File: src/wfs_pkg.sv
// ----------------------------------------------------------------------------
// wfs_pkg
// shared types, codes and constants of the window filter similarity core
// ----------------------------------------------------------------------------
package wfs_pkg;

    localparam int SAMPLE_W  = 32;
    localparam int WEIGHT_W  = 17;
    localparam int SCORE_W   = 16;
    localparam int STATUS_W  = 2;
    localparam int NORM_W    = 17;
    localparam int ROOT_W    = 17;
    localparam int PROD_W    = 36;
    localparam int S_W       = 17;
    localparam int D_W       = 21;
    localparam int P_W       = 31;
    localparam int X_W       = 30;
    localparam int DEN_W     = 32;
    localparam int ONE_Q16   = 65536;
    localparam int HALF_Q16  = 32768;
    localparam int NORM_STEPS = 17;
    localparam int SQ_STEPS  = 17;
    localparam int POLY_ORDER = 12;

    typedef enum logic [1:0] {
        STATUS_OK       = 2'd0,
        STATUS_FLAT     = 2'd1,
        STATUS_SHORT    = 2'd2,
        STATUS_OVERFLOW = 2'd3
    } status_t;

    typedef enum logic [4:0] {
        S_LOAD,
        S_RD,
        S_RDW,
        S_DIV,
        S_SQI,
        S_SQ,
        S_ACC,
        S_SDIV,
        S_SWAIT,
        S_DDIV,
        S_DWAIT,
        S_SQR,
        S_T,
        S_PM,
        S_PD,
        S_PWAIT,
        S_POW,
        S_OUT
    } state_t;

    typedef struct packed {
        logic in_take;
        logic norm_flat;
        logic div_norm;
        logic norm_take;
        logic sq_start;
        logic acc;
        logic div_s;
        logic s_take;
        logic div_d;
        logic d_take;
        logic sqr;
        logic t_take;
        logic pm;
        logic div_p;
        logic p_take;
        logic pow_step;
        logic out_load;
    } wfs_cmd_t;

    typedef struct packed {
        logic fill_zero;
        logic flat;
        logic div_busy;
        logic sq_busy;
        logic idx_last;
        logic t_big;
        logic k_last;
        logic ip_zero;
    } wfs_sts_t;

    // exp(-1) by the degree-12 taylor polynomial, q.30, worked out at elaboration
    function automatic logic [P_W-1:0] exp_poly_one();
        logic [63:0] one;
        logic [63:0] p;
        one = 64'd1 << 30;
        p   = one;
        for (int k = POLY_ORDER; k >= 1; k--) begin
            p = one - ((one * p) >> 30) / 64'(k);
        end
        return p[P_W-1:0];
    endfunction

    localparam logic [P_W-1:0] EXP_ONE_Q30 = exp_poly_one();
    localparam logic [P_W-1:0] ONE_Q30     = P_W'(1) << 30;

endpackage

File: src/wfs_ctrl.sv
// ----------------------------------------------------------------------------
// wfs_ctrl
// sequencer for window load, per sample pass and score evaluation
// ----------------------------------------------------------------------------
module wfs_ctrl import wfs_pkg::*; (
    input  logic     clk,
    input  logic     rst_n,
    input  logic     in_valid,
    output logic     in_ready,
    input  logic     last,
    output logic     out_valid,
    input  logic     out_ready,
    input  wfs_sts_t sts,
    output wfs_cmd_t cmd
);

    state_t state_reg, state_next;
    logic   out_valid_reg, out_valid_next;
    logic   take;
    logic   out_free;

    assign take     = in_valid && (state_reg == S_LOAD);
    assign out_free = !out_valid_reg || out_ready;

    always_comb
    begin
        state_next = state_reg;
        unique case (state_reg)
            S_LOAD:  if (take && last) state_next = sts.fill_zero ? S_OUT : S_RD;
            S_RD:    state_next = S_RDW;
            S_RDW:   state_next = sts.flat ? S_SQI : S_DIV;
            S_DIV:   if (!sts.div_busy) state_next = S_SQI;
            S_SQI:   state_next = S_SQ;
            S_SQ:    if (!sts.sq_busy) state_next = S_ACC;
            S_ACC:   state_next = sts.idx_last ? S_SDIV : S_RD;
            S_SDIV:  state_next = S_SWAIT;
            S_SWAIT: if (!sts.div_busy) state_next = S_DDIV;
            S_DDIV:  state_next = S_DWAIT;
            S_DWAIT: if (!sts.div_busy) state_next = S_SQR;
            S_SQR:   state_next = S_T;
            S_T:     state_next = sts.t_big ? S_POW : S_PM;
            S_PM:    state_next = S_PD;
            S_PD:    state_next = S_PWAIT;
            S_PWAIT: if (!sts.div_busy) state_next = sts.k_last ? S_POW : S_PM;
            S_POW:   if (sts.ip_zero) state_next = S_OUT;
            S_OUT:   if (out_free) state_next = S_LOAD;
            default: state_next = S_LOAD;
        endcase
    end

    always_comb
    begin
        cmd = '0;
        unique case (state_reg)
            S_LOAD:  cmd.in_take   = take;
            S_RDW:
            begin
                cmd.norm_flat = sts.flat;
                cmd.div_norm  = !sts.flat;
            end
            S_DIV:   cmd.norm_take = !sts.div_busy;
            S_SQI:   cmd.sq_start  = 1'b1;
            S_ACC:   cmd.acc       = 1'b1;
            S_SDIV:  cmd.div_s     = 1'b1;
            S_SWAIT: cmd.s_take    = !sts.div_busy;
            S_DDIV:  cmd.div_d     = 1'b1;
            S_DWAIT: cmd.d_take    = !sts.div_busy;
            S_SQR:   cmd.sqr       = 1'b1;
            S_T:     cmd.t_take    = 1'b1;
            S_PM:    cmd.pm        = 1'b1;
            S_PD:    cmd.div_p     = 1'b1;
            S_PWAIT: cmd.p_take    = !sts.div_busy;
            S_POW:   cmd.pow_step  = !sts.ip_zero;
            S_OUT:   cmd.out_load  = out_free;
            default: cmd = '0;
        endcase
    end

    assign out_valid_next = cmd.out_load || (out_valid_reg && !out_ready);

    always_ff @(posedge clk or negedge rst_n)
    begin
        if (!rst_n)
        begin
            state_reg     <= S_LOAD;
            out_valid_reg <= 1'b0;
        end
        else
        begin
            state_reg     <= state_next;
            out_valid_reg <= out_valid_next;
        end
    end

    assign in_ready  = (state_reg == S_LOAD);
    assign out_valid = out_valid_reg;

endmodule

File: config.mk
export PLATFORM = sky130hd
export DESIGN_NAME = wfs_ctrl
export DESIGN_NICKNAME = d
export VERILOG_FILES = /design/src/wfs_pkg.sv /design/src/wfs_ctrl.sv
export SDC_FILE = /design/constraint.sdc
export NUM_CORES = 1
export LEC_CHECK = 0
export BUFFER_PORTS_ARGS = -buffer_cell sky130_fd_sc_hd__buf_2
export CAP_MARGIN = 10
export CORE_MARGIN = 2
export CORE_UTILIZATION = 48
export CTS_CLUSTER_DIAMETER = 30
export DETAILED_ROUTE_END_ITERATION = 7
export PLACE_DENSITY_LB_ADDON = 0.2
export RECOVER_POWER = 25
export SLEW_MARGIN = 0
export SYNTH_ARGS = -nofsm -noshare
export SYNTH_HDL_FRONTEND = slang
export SYNTH_SLANG_ARGS = --single-unit
File: constraint.sdc
create_clock -name clk -period 2.7 [get_ports clk]
set_input_delay 0.135 -clock clk [delete_from_list [all_inputs] [get_ports clk]]
set_output_delay 0.135 -clock clk [all_outputs]
set_load 0.1 [all_outputs]
==> results of run 1 <==
cell usage in the layout (no fill, tap or decap), drive strengths merged, types with 2 or more instances in the layout:
cell type and instances:
buf 30, nor2 12, nand2 9, nor2b 6, dfrtp 6, a21oi 5
nor3 5, clkbuf 5, nand2b 4, nor3b 4, inv 3, o2bb2ai 3
nor4 2, a211o 2, mux2 2, o22ai 2, o22a 2, or2 2
nand3 2
through the flow:
stage | setup TNS [ns] | setup slack, ns | hold slack (ns)
2_1_floorplan | -4.304 | -1.148 | -0.1606
3_3_place_gp | 0 | 0.7461 | -0.03858
3_5_place_dp | 0 | 0.6948 | -0.03534
4_1_cts | 0 | 0.5114 | 0.1782
5_1_grt | 0 | 0.4365 | 0.1912
6_report | 0 | 0.4990 | 0.1768
final timing paths:
kind / startpoint / end / slack, ns / depth (start not counted)
setup / recovery: state_reg[1] / cmd[1] / 0.50 / 3
hold / removal: out_ready / out_valid / 0.18 / 3
setup reg to reg: state_reg[1] / state_reg[2] / 0.67 / 5
hold reg to reg: out_valid / out_valid / 0.52 / 2
max in group asynchronous: rst_n / state_reg[3] / 2.16 / 2
min in group asynchronous: rst_n / state_reg[2] / 0.30 / 2
worst max-delay path: stages (launching register included):
cell and delay (ns):
dfrtp_1 0.55, or4_4 0.60, nor3b_4 0.21, buf_2 0.46
area by class of cell:
cell class | count | area [um2]
inverter | 3 | 11.26
tap | 15 | 18.77
clock buffer | 3 | 22.52
sequential | 6 | 150.1
multi-input combinational | 75 | 491.7
timing repair buffer | 33 | 170.2
fill | 121 | 436.7
per-layer routing:
metal | up-vias | wire, um | GRT usage
li1 | 390 | - | -
met1 | 370 | 867 | 0.3261
met2 | 21 | 891 | 0.3344
met3 | 2 | 81 | 0.04783
met4 | 0 | 15 | 0.1097
met5 | - | 0 | 0
cells by family (layout without fill, tap and decap cells):
kind of cell           count (synthesis)  count (layout)  synth area share
buffers and inverters                 10              39           0.05959
and+or+nand+nor                       52              52            0.4488
DFF                                    6               6            0.2235
muxes                                  2               2           0.03352
AOI/OAI and AO/OA                     21              21            0.2346
==> impl_results.md, run 1 <==
* RSZ-0062 raised after global routing: no
* Final Hold Vio Count at 0
* Mapped Area at ~670 um2
* Worst Max-Slew Pin Slew at between 1 and 1.5 ns
* DRC errors left at 0
* Routed WL at ~1900 um
* Max-cap violations at 0
* First-pass GRT wire length at 3132 um
* Final Util at 0.6644
* Initial antenna violation count at 0
* Max-slew violations at 0
* Via count at about 780
* Vias in the first global route at between 600 and 700
* Die area at 1715 um2
* Sequential share of the synthesized area at 0.2235
* Crit Path Class: reg2out
* N_diodes at 0
* Design area at between 800 and 900 um2
* Crit. End Element: output port
* Synth Register Bits at 6
* Die width at just over 40 um
* Initial Util at 0.5163
* Clock skew at 0.004450 ns
* Area delta synth->final at 28.68%
* Largest net degree at the start of global routing at 19
* Die height at about 41 um
* Min Clock Period, post-route at ~2.2 ns
* Dpl cells at around 130
* Post-synth top area cell: dfrtp_1
* Placer Congestion at 0.7961
* Max reg flops at 5
* Synth warnings at 0
* Global Route Usage Sum at 0.2315
* CP Data Arrival Time at 2.07 ns
* Routed wire length per instance at around 14 um
* Hold buffer count at CTS at 1
* Syn avg cell area at roughly 7.4 um2
* Crit path launch type: register
* H-tree levels at 1
* CTS root buffer: clkbuf_4
* Post-cts resize count at 0
* I/O pin cnt at 32
* Most frequent cell after synthesis: nor2_1
* Clk_lat worst skew at 0.25 ns
* Clock transition at path regs at about 0.050 ns
* Net Count, Synth at ~100
* Worst-path fanout max at 17
* Area contributors post-synth: dfrtp_1, nor2_1, nor2b_1
* Final worst-path cycle share at 0.8152
* Synth Instances at just over 90
* Post-synth EDFFs at 0
* Hold Crit Class: in2reg
* Asr flop ratio synth at 1.000
* DR vias/cell at 5.800
* Top cells by count, synth: nor2_1, nand2_1, dfrtp_1, nor2b_1
* Initial drt markers at 20
* Max-slew headroom at 0.2301
* Synth Flop Type: dfrtp_1
* Post-synth top area share at 0.2235
* Detailed Routing Iterations Pass 1 at 4
* CTS tree: done
* Fmax achieved at around 450 MHz
* Cell variety after synth at 36
* Max clock buf depth at 2
* CORE AREA at around 1300 um2
* CTS sink cnt at 6
* Status: finished clean
* IO buf count at 31
* Final non-filler cell total at 135
* Gr ovfl total at 0
* Postcts setup bufs at 0
* Hpwl dp at between 1000 and 1500 um
* Routed Antenna Nets at 0
* Layout cells sized above 1 at 0.3500
* Dpl cell area at 834.6 um2
* Setup violations, final at 0
* Nets at 135
* Worst EP required at 2.57 ns
* CTS Buf Count at 3
* Row Count at 13
Power of run 1 is left out: the tool's default activity adds up to more than one toggle a clock period on the data nets, which glitch-free logic cannot reach.
==> inputs of run 2 (changes only) <==
- CORE_UTILIZATION: 48 -> 40
- clock period: 2.7 -> 1.9 ns (I/O delays scaled with it)
==> run 2 against run 1 <==
Setup slack worse by 0.53 ns. Sequential share of layout area shrank 6.5 points. Die area rose by 18%. Final area is 59% higher. Critical path type unchanged. The flow now finishes with violations (negative setup slack).
==> impl_results.md, run 2 (synthesis gave the netlist of run 1 again) <==
* Final worst-path cycle share at 1.017
* CTS Buf Count at 3 (unchanged)
* Max reg flops at 5 (unchanged)
* Clk_lat worst skew at 0.25 ns (about the same)
* Routed WL at 3171 um (+71%)
* Min Clock Period, post-route at slightly below 2 ns
* Reg2reg path depth at 5 (unchanged)
* Final Util at 0.8929 (+0.2284)
* Worst Min Path Start: out_ready
* RR Startpoint: state_reg[3]
* Design area at 1376 um2 (+59%)
* CTS tree: done
* Crit path launch type: register
* Crit. End Element: output port
* Layout cells sized above 1 at 0.5344 (+0.1844)
* Row Count at 14 (+1)
* Routed Antenna Nets at 0 (unchanged)
* Hold Crit Class: in2reg
* Nets at 146 (+8.1%)
* # fillers at 67 (-45%)
* First-pass GRT wire length at 4153 um (+33%)
* Largest net degree at the start of global routing at 22 (+3)
* Initial antenna violation count at 0 (unchanged)
* Clock skew at 0.0007560 ns (-0.003694 ns)
* Dpl cell area at 1315 um2 (+58%)
* Hold depth at 3 (unchanged)
* Crit path buf inv count at 2 (+1)
* Status: finished with violations
* Setup violations, final at 3 (+3)
* CTS root buffer: clkbuf_4
* Crit Path Class: reg2out
* CP max stage cell: or4_4
* Routed wire length per instance at 21.57 um (+57%)
* Area delta synth->final at 104.8%
* Most common cell after layout, fill and taps aside: buf_12
* IO buf count at 31 (unchanged)
* Critical Path, Cell by Cell: or4_4 > nor3b_4 > buf_4 > buf_12
* Leakage power at about 0.59 nW
* DRC errors left at 0 (unchanged)
* Critical R2R Capture: state_reg[2]
* Worst hold slack at 0.2218 ns (+0.04505 ns)
* Max-cap violations at 0 (unchanged)
* CORE AREA at 1541 um2 (+18%)
* Fmax achieved at about 520 MHz
* Worst-path fanout max at 4 (-13)
* Detailed Routing Iterations Pass 1 at 4 (unchanged)
* R2r setup slk at -0.01 ns (-0.68 ns)
* Die area at 2024 um2 (+18%)
* Worst IR drop on VDD at 1470 uV
* Max-slew headroom at 0.1892 (-0.04095)
* Worst EP required at 1.80 ns (-0.77 ns)
* Gr ovfl total at 0 (unchanged)
* Largest stage delay on the critical path at 0.59 ns (about the same)
* Failing checks: negative setup slack
* Initial Util at 0.4359 (-0.08047)
* Max clock buf depth at 2 (unchanged)
* Global Route Usage Sum at 0.2913 (+0.05982)
* H-tree levels at 1 (unchanged)
* Final WS setup at -0.03323 ns (-0.5322 ns)
* Max-slew violations at 0 (unchanged)
* CTS sink cnt at 6 (unchanged)
* Die width at 44.99 um (+8.6%)
* Clock transition at path regs at 0.05 ns (about the same)
* CP top delay family: simple AND/OR/NAND/NOR gates
* RSZ-0062 raised after global routing: yes
* WHS Endpoint: out_valid
* DR vias/cell at 6.422 (+11%)
* I/O pin cnt at 32 (unchanged)
* Worst Max-Slew Pin Slew at 1.222 ns (+0.06169 ns)
* Final Hold Vio Count at 0 (unchanged)
* Most frequent cells in the layout: buf_12, buf_2, buf_4
* N_diodes at 0 (unchanged)
* Hpwl dp at 2024 um (+46%)
* Initial drt markers at 58 (+190%)
* Via count at 944 (+21%)
* Cell Pwr Density at 1940 nW/um2
* CP Launch Point: state_reg[3]
* Die height at 44.99 um (+8.6%)
* Vias in the first global route at 865 (+25%)
* Placer Congestion at 0.8478 (+6.5%)
* CP Data Arrival Time at 1.84 ns (-0.23 ns)
-- run 2: area by class of cell --
cell class	count	area [um2]	share of cell area
multi-input combinational	75	636.9	0.4627
timing repair buffer	44	535.5	0.3891
sequential	6	150.1	0.1091
clock buffer	3	22.52	0.01636
tap	16	20.02	0.01455
inverter	3	11.26	0.008182
-- run 2: what timing repair did --
item | in CTS | in global routing
setup endpoints to repair | 1 | 4
buffers inserted | 0 | 3
hold buffers | 1 | 0
pin swaps | 1 | 2
hold endpoints to repair | 6 | 0
gates resized for setup | 0 | 2
-- run 2: power by group --
part / internal (mW) / switching (mW)
logic: 0.824 / 1.48
clock network: 0.0718 / 0.0519
registers: 0.187 / 0.0600
-- run 2: stage by stage --
stage	power [mW]	std cells	setup slack [ns]	setup TNS, ns
6_report	2.670	147	-0.03323	-0.05411
5_1_grt	2.760	147	-0.06505	-0.1325
4_1_cts	2.538	144	0.01277	0
3_5_place_dp	2.409	140	0.02442	0
3_3_place_gp	2.317	140	0.1060	0
2_1_floorplan	1.769	91	-0.6424	-3.305
-- run 2: layer usage --
metal,global-route usage,up-vias,part of all wire
met4,0.1529,0,0.032
met5,0,-,0
met2,0.4657,66,0.52
met1,0.3750,451,0.37
met3,0.04800,12,0.070
li1,-,415,-
-- run 2: how the worst max path moves through the flow --
stage / end / slack, ns / cells after the start
floorplan: state_reg[0] / -0.64 / 5
global placement: state_reg[2] / 0.11 / 5
detailed placement: state_reg[0] / 0.02 / 5
CTS: state_reg[0] / 0.01 / 5
global route: cmd[1] / -0.07 / 4
finish: cmd[1] / -0.03 / 4
-- run 2: tightest hold or removal path, delay by kind of cell --
family / cells / cell delay (ns)
AND/OR/NAND/NOR: 2 / 0.25
buffers and inverters: 1 / 0.08
(Power assumes the default switching activity.)
==> inputs of run 3 (changes only) <==
- CORE_UTILIZATION: 40 -> 42
- CTS_BUF_LIST: unset -> sky130_fd_sc_hd__clkbuf_4
==> run 3 against run 2 <==
The run now ends clean. Setup slack improved by 0.090 ns. Critical path depth increased by 1. Count of clock-buffer cells in the layout unchanged. Sequential power shrank 5%. Clock skew increased by 0.0057 ns. Core utilization up 0.83 points. Hold slack lost 0.053 ns. Final area down 1.4%. Non-clock buffer count unchanged. Final cell count unchanged. Sequential share of layout area grew 0.15 points. Sequential cell count unchanged. Critical path type is now reg2reg. Critical endpoint is now state_reg[0]. Largest cell class unchanged. Highest routed layer unchanged.
==> impl_results.md, run 3 (synthesis gave the netlist of run 1 again) <==
* Detailed Routing Iterations Pass 1 at 4 (unchanged)
* Row Count at 14 (unchanged)
* Max reg flops at 5 (unchanged)
* Busiest grt layer: met2
* Placer Congestion at 0.8832 (+4.2%)
* Dpl cell area at 1318 um2 (+0.19%)
* I/O pin cnt at 32 (unchanged)
* IO buf count at 31 (unchanged)
* Min Clock Period, post-route at 1.844 ns (-0.08958 ns)
* Die height at 44.00 um (-2.2%)
* R2r setup slk at 0.06 ns (+0.07 ns)
* Nets at 146 (unchanged)
* Dpl cells at 142 (+1.4%)
* Crit. End Element: register
* Met2 GRT Util at 0.4794 (+0.01370)
* First-pass GRT wire length at 4209 um (+1.3%)
* Max-cap violations at 0 (unchanged)
* N_diodes at 0 (unchanged)
* Global Route Usage Sum at 0.3031 (+0.01180)
* Hpwl dp at 2024 um (about the same)
* Seq pwr share at 0.091 (-0.002)
* CTS sink cnt at 6 (unchanged)
* Net Sw Frac at 0.5893 (-0.005257)
* Max-slew headroom at 0.2282 (+0.03910)
* Initial Util at 0.4460 (+0.01014)
* RR Startpoint: state_reg[0]
* Design area at 1358 um2 (-1.4%)
* Final non-filler cell total at 147 (unchanged)
* Critical path destination: state_reg[0]
* Cell Pwr Density at 1897 nW/um2 (-2.2%)
* Comb pwr share at 0.862 (about the same)
* DR vias/cell at 5.980 (-6.9%)
* RSZ-0062 raised after global routing: yes
* CTS root buffer: clkbuf_4
* Worst Min Path Start: out_ready
* Status: finished clean
* Max clock buf depth at 2 (unchanged)
* CP Data Arrival Time at 1.97 ns (+0.13 ns)
* Die width at 44.00 um (-2.2%)
* Worst IR drop on VDD at 1513 uV (+2.9%)
* Routed wire length per instance at 17.48 um (-19%)
* Largest net degree at the start of global routing at 17 (-23%)
* Critical R2R Capture: state_reg[0]
* Hold Crit Class: in2reg
* Cell Int Power at 1.058 mW (-2.3%)
* Worst-path fanout max at 4 (unchanged)
* Switching power total at 1.518 mW (-4.4%)
* Routed Antenna Nets at 0 (unchanged)
* Clock skew at 0.006460 ns (+0.005704 ns)
* Clock transition at path regs at 0.04 ns (about the same)
* Clk_lat worst skew at 0.25 ns (about the same)
* Critical Path, Cell by Cell: or4_4 > a211oi_2 > nor3_2 > nand3_2 > mux2_1
* Layout cells sized above 1 at 0.5344 (unchanged)
* Max-slew violations at 0 (unchanged)
* Worst Max-Slew Pin Slew at 1.163 ns (-0.05889 ns)
* Largest stage delay on the critical path at 0.58 ns (about the same)
* CORE AREA at 1506 um2 (-2.3%)
* Fmax achieved at 542.4 MHz (+4.9%)
* Crit Path Class: reg2reg
* Crit path launch type: register
* CP max stage cell: or4_4
* CTS Buf Count at 3 (unchanged)
* Initial drt markers at 34 (-41%)
* Die area at 1936 um2 (-4.4%)
* Most common cell after layout, fill and taps aside: buf_12
* Clock network fraction of total power at 0.047 (about the same)
* Worst EP required at 2.02 ns (+0.22 ns)
* Most frequent cells in the layout: buf_12, buf_4, buf_2
* GR Layer Usage met3 at 0.04583 (-0.002167)
* H-tree levels at 1 (unchanged)
* Met1 Use GR at 0.3634 (-0.01160)
* Vias in the first global route at 914 (+5.7%)
* CTS tree: done
* Final worst-path cycle share at 0.9703 (-0.04715)
* CP Launch Point: state_reg[0]
* Final Hold Vio Count at 0 (unchanged)
* Leakage power at 0.5799 nW (-1.2%)
* Reg2reg path depth at 5 (unchanged)
* Gr ovfl total at 0 (unchanged)
* Area delta synth->final at 102.0%
* Via count at 879 (-6.9%)
* Routed WL at 2569 um (-19%)
* DRC errors left at 0 (unchanged)
* Setup violations, final at 0 (-3)
* Initial antenna violation count at 0 (unchanged)
run 3: through the flow:
stage                     setup TNS, ns  worst slack [ns]  hold slack, ns    util  power, mW
final                                 0           0.05635          0.1688  0.9012      2.575
after floorplan                  -3.305           -0.6424         -0.2006       -      1.769
after CTS                             0           0.04069          0.1700  0.9012      2.554
after global routing          -0.002665         -0.002665          0.1763  0.9012      2.705
after detailed placement              0           0.05937        -0.07731  0.8746      2.408
after global placement                0            0.1295        -0.08153  0.8746      2.320
run 3: worst max-delay path, delay by kind of cell, from the launching register on:
kind               cells  cell delay (ns)
and+or+nand+nor        3             0.77
DFF                    1             0.38
muxes                  1             0.33
AOI/OAI and AO/OA      1             0.24
run 3: power by group through the flow:
stage	clock [mW]	sequential (mW)	combinational [mW]
finish	0.121	0.235	2.22
global route	0.138	0.237	2.33
CTS	0.124	0.232	2.20
detailed placement	0	0.234	2.17
global placement	0	0.227	2.09
floorplan	0	0.249	1.52
run 3: layout make-up:
| type | count | area [um2] |
|---|---|---|
| Multi-Input combinational cell | 75 | 630.6 |
| Timing Repair Buffer | 44 | 523.0 |
| Sequential cell | 6 | 150.1 |
| Fill cell | 63 | 148.9 |
| Clock buffer | 3 | 22.52 |
| Tap cell | 16 | 20.02 |
| Inverter | 3 | 11.26 |
run 3: per-layer routing:
metal	wire length (um)	part of all wire	vias to the layer above
met1	1031	0.40	402
met4	127	0.049	0
met5	0	0	-
met3	132	0.051	15
met2	1277	0.50	45
li1	-	-	417
run 3: how the worst min path moves through the flow:
| stage | cells past startpoint | slack, ns | to |
|---|---|---|---|
| after floorplan | 0 | -0.20 | out_valid |
| after global placement | 1 | -0.08 | state_reg[1] |
| after detailed placement | 1 | -0.08 | state_reg[4] |
| after CTS | 3 | 0.17 | out_valid |
| after global routing | 3 | 0.18 | out_valid |
| final | 3 | 0.17 | out_valid |
run 3: repair_timing:
action	CTS	global route
buffers inserted	1	0
resized for setup	0	1
endpoints found under the setup margin	4	3
hold buffers	1	0
hold endpoints to repair	6	0
pin swaps	1	2
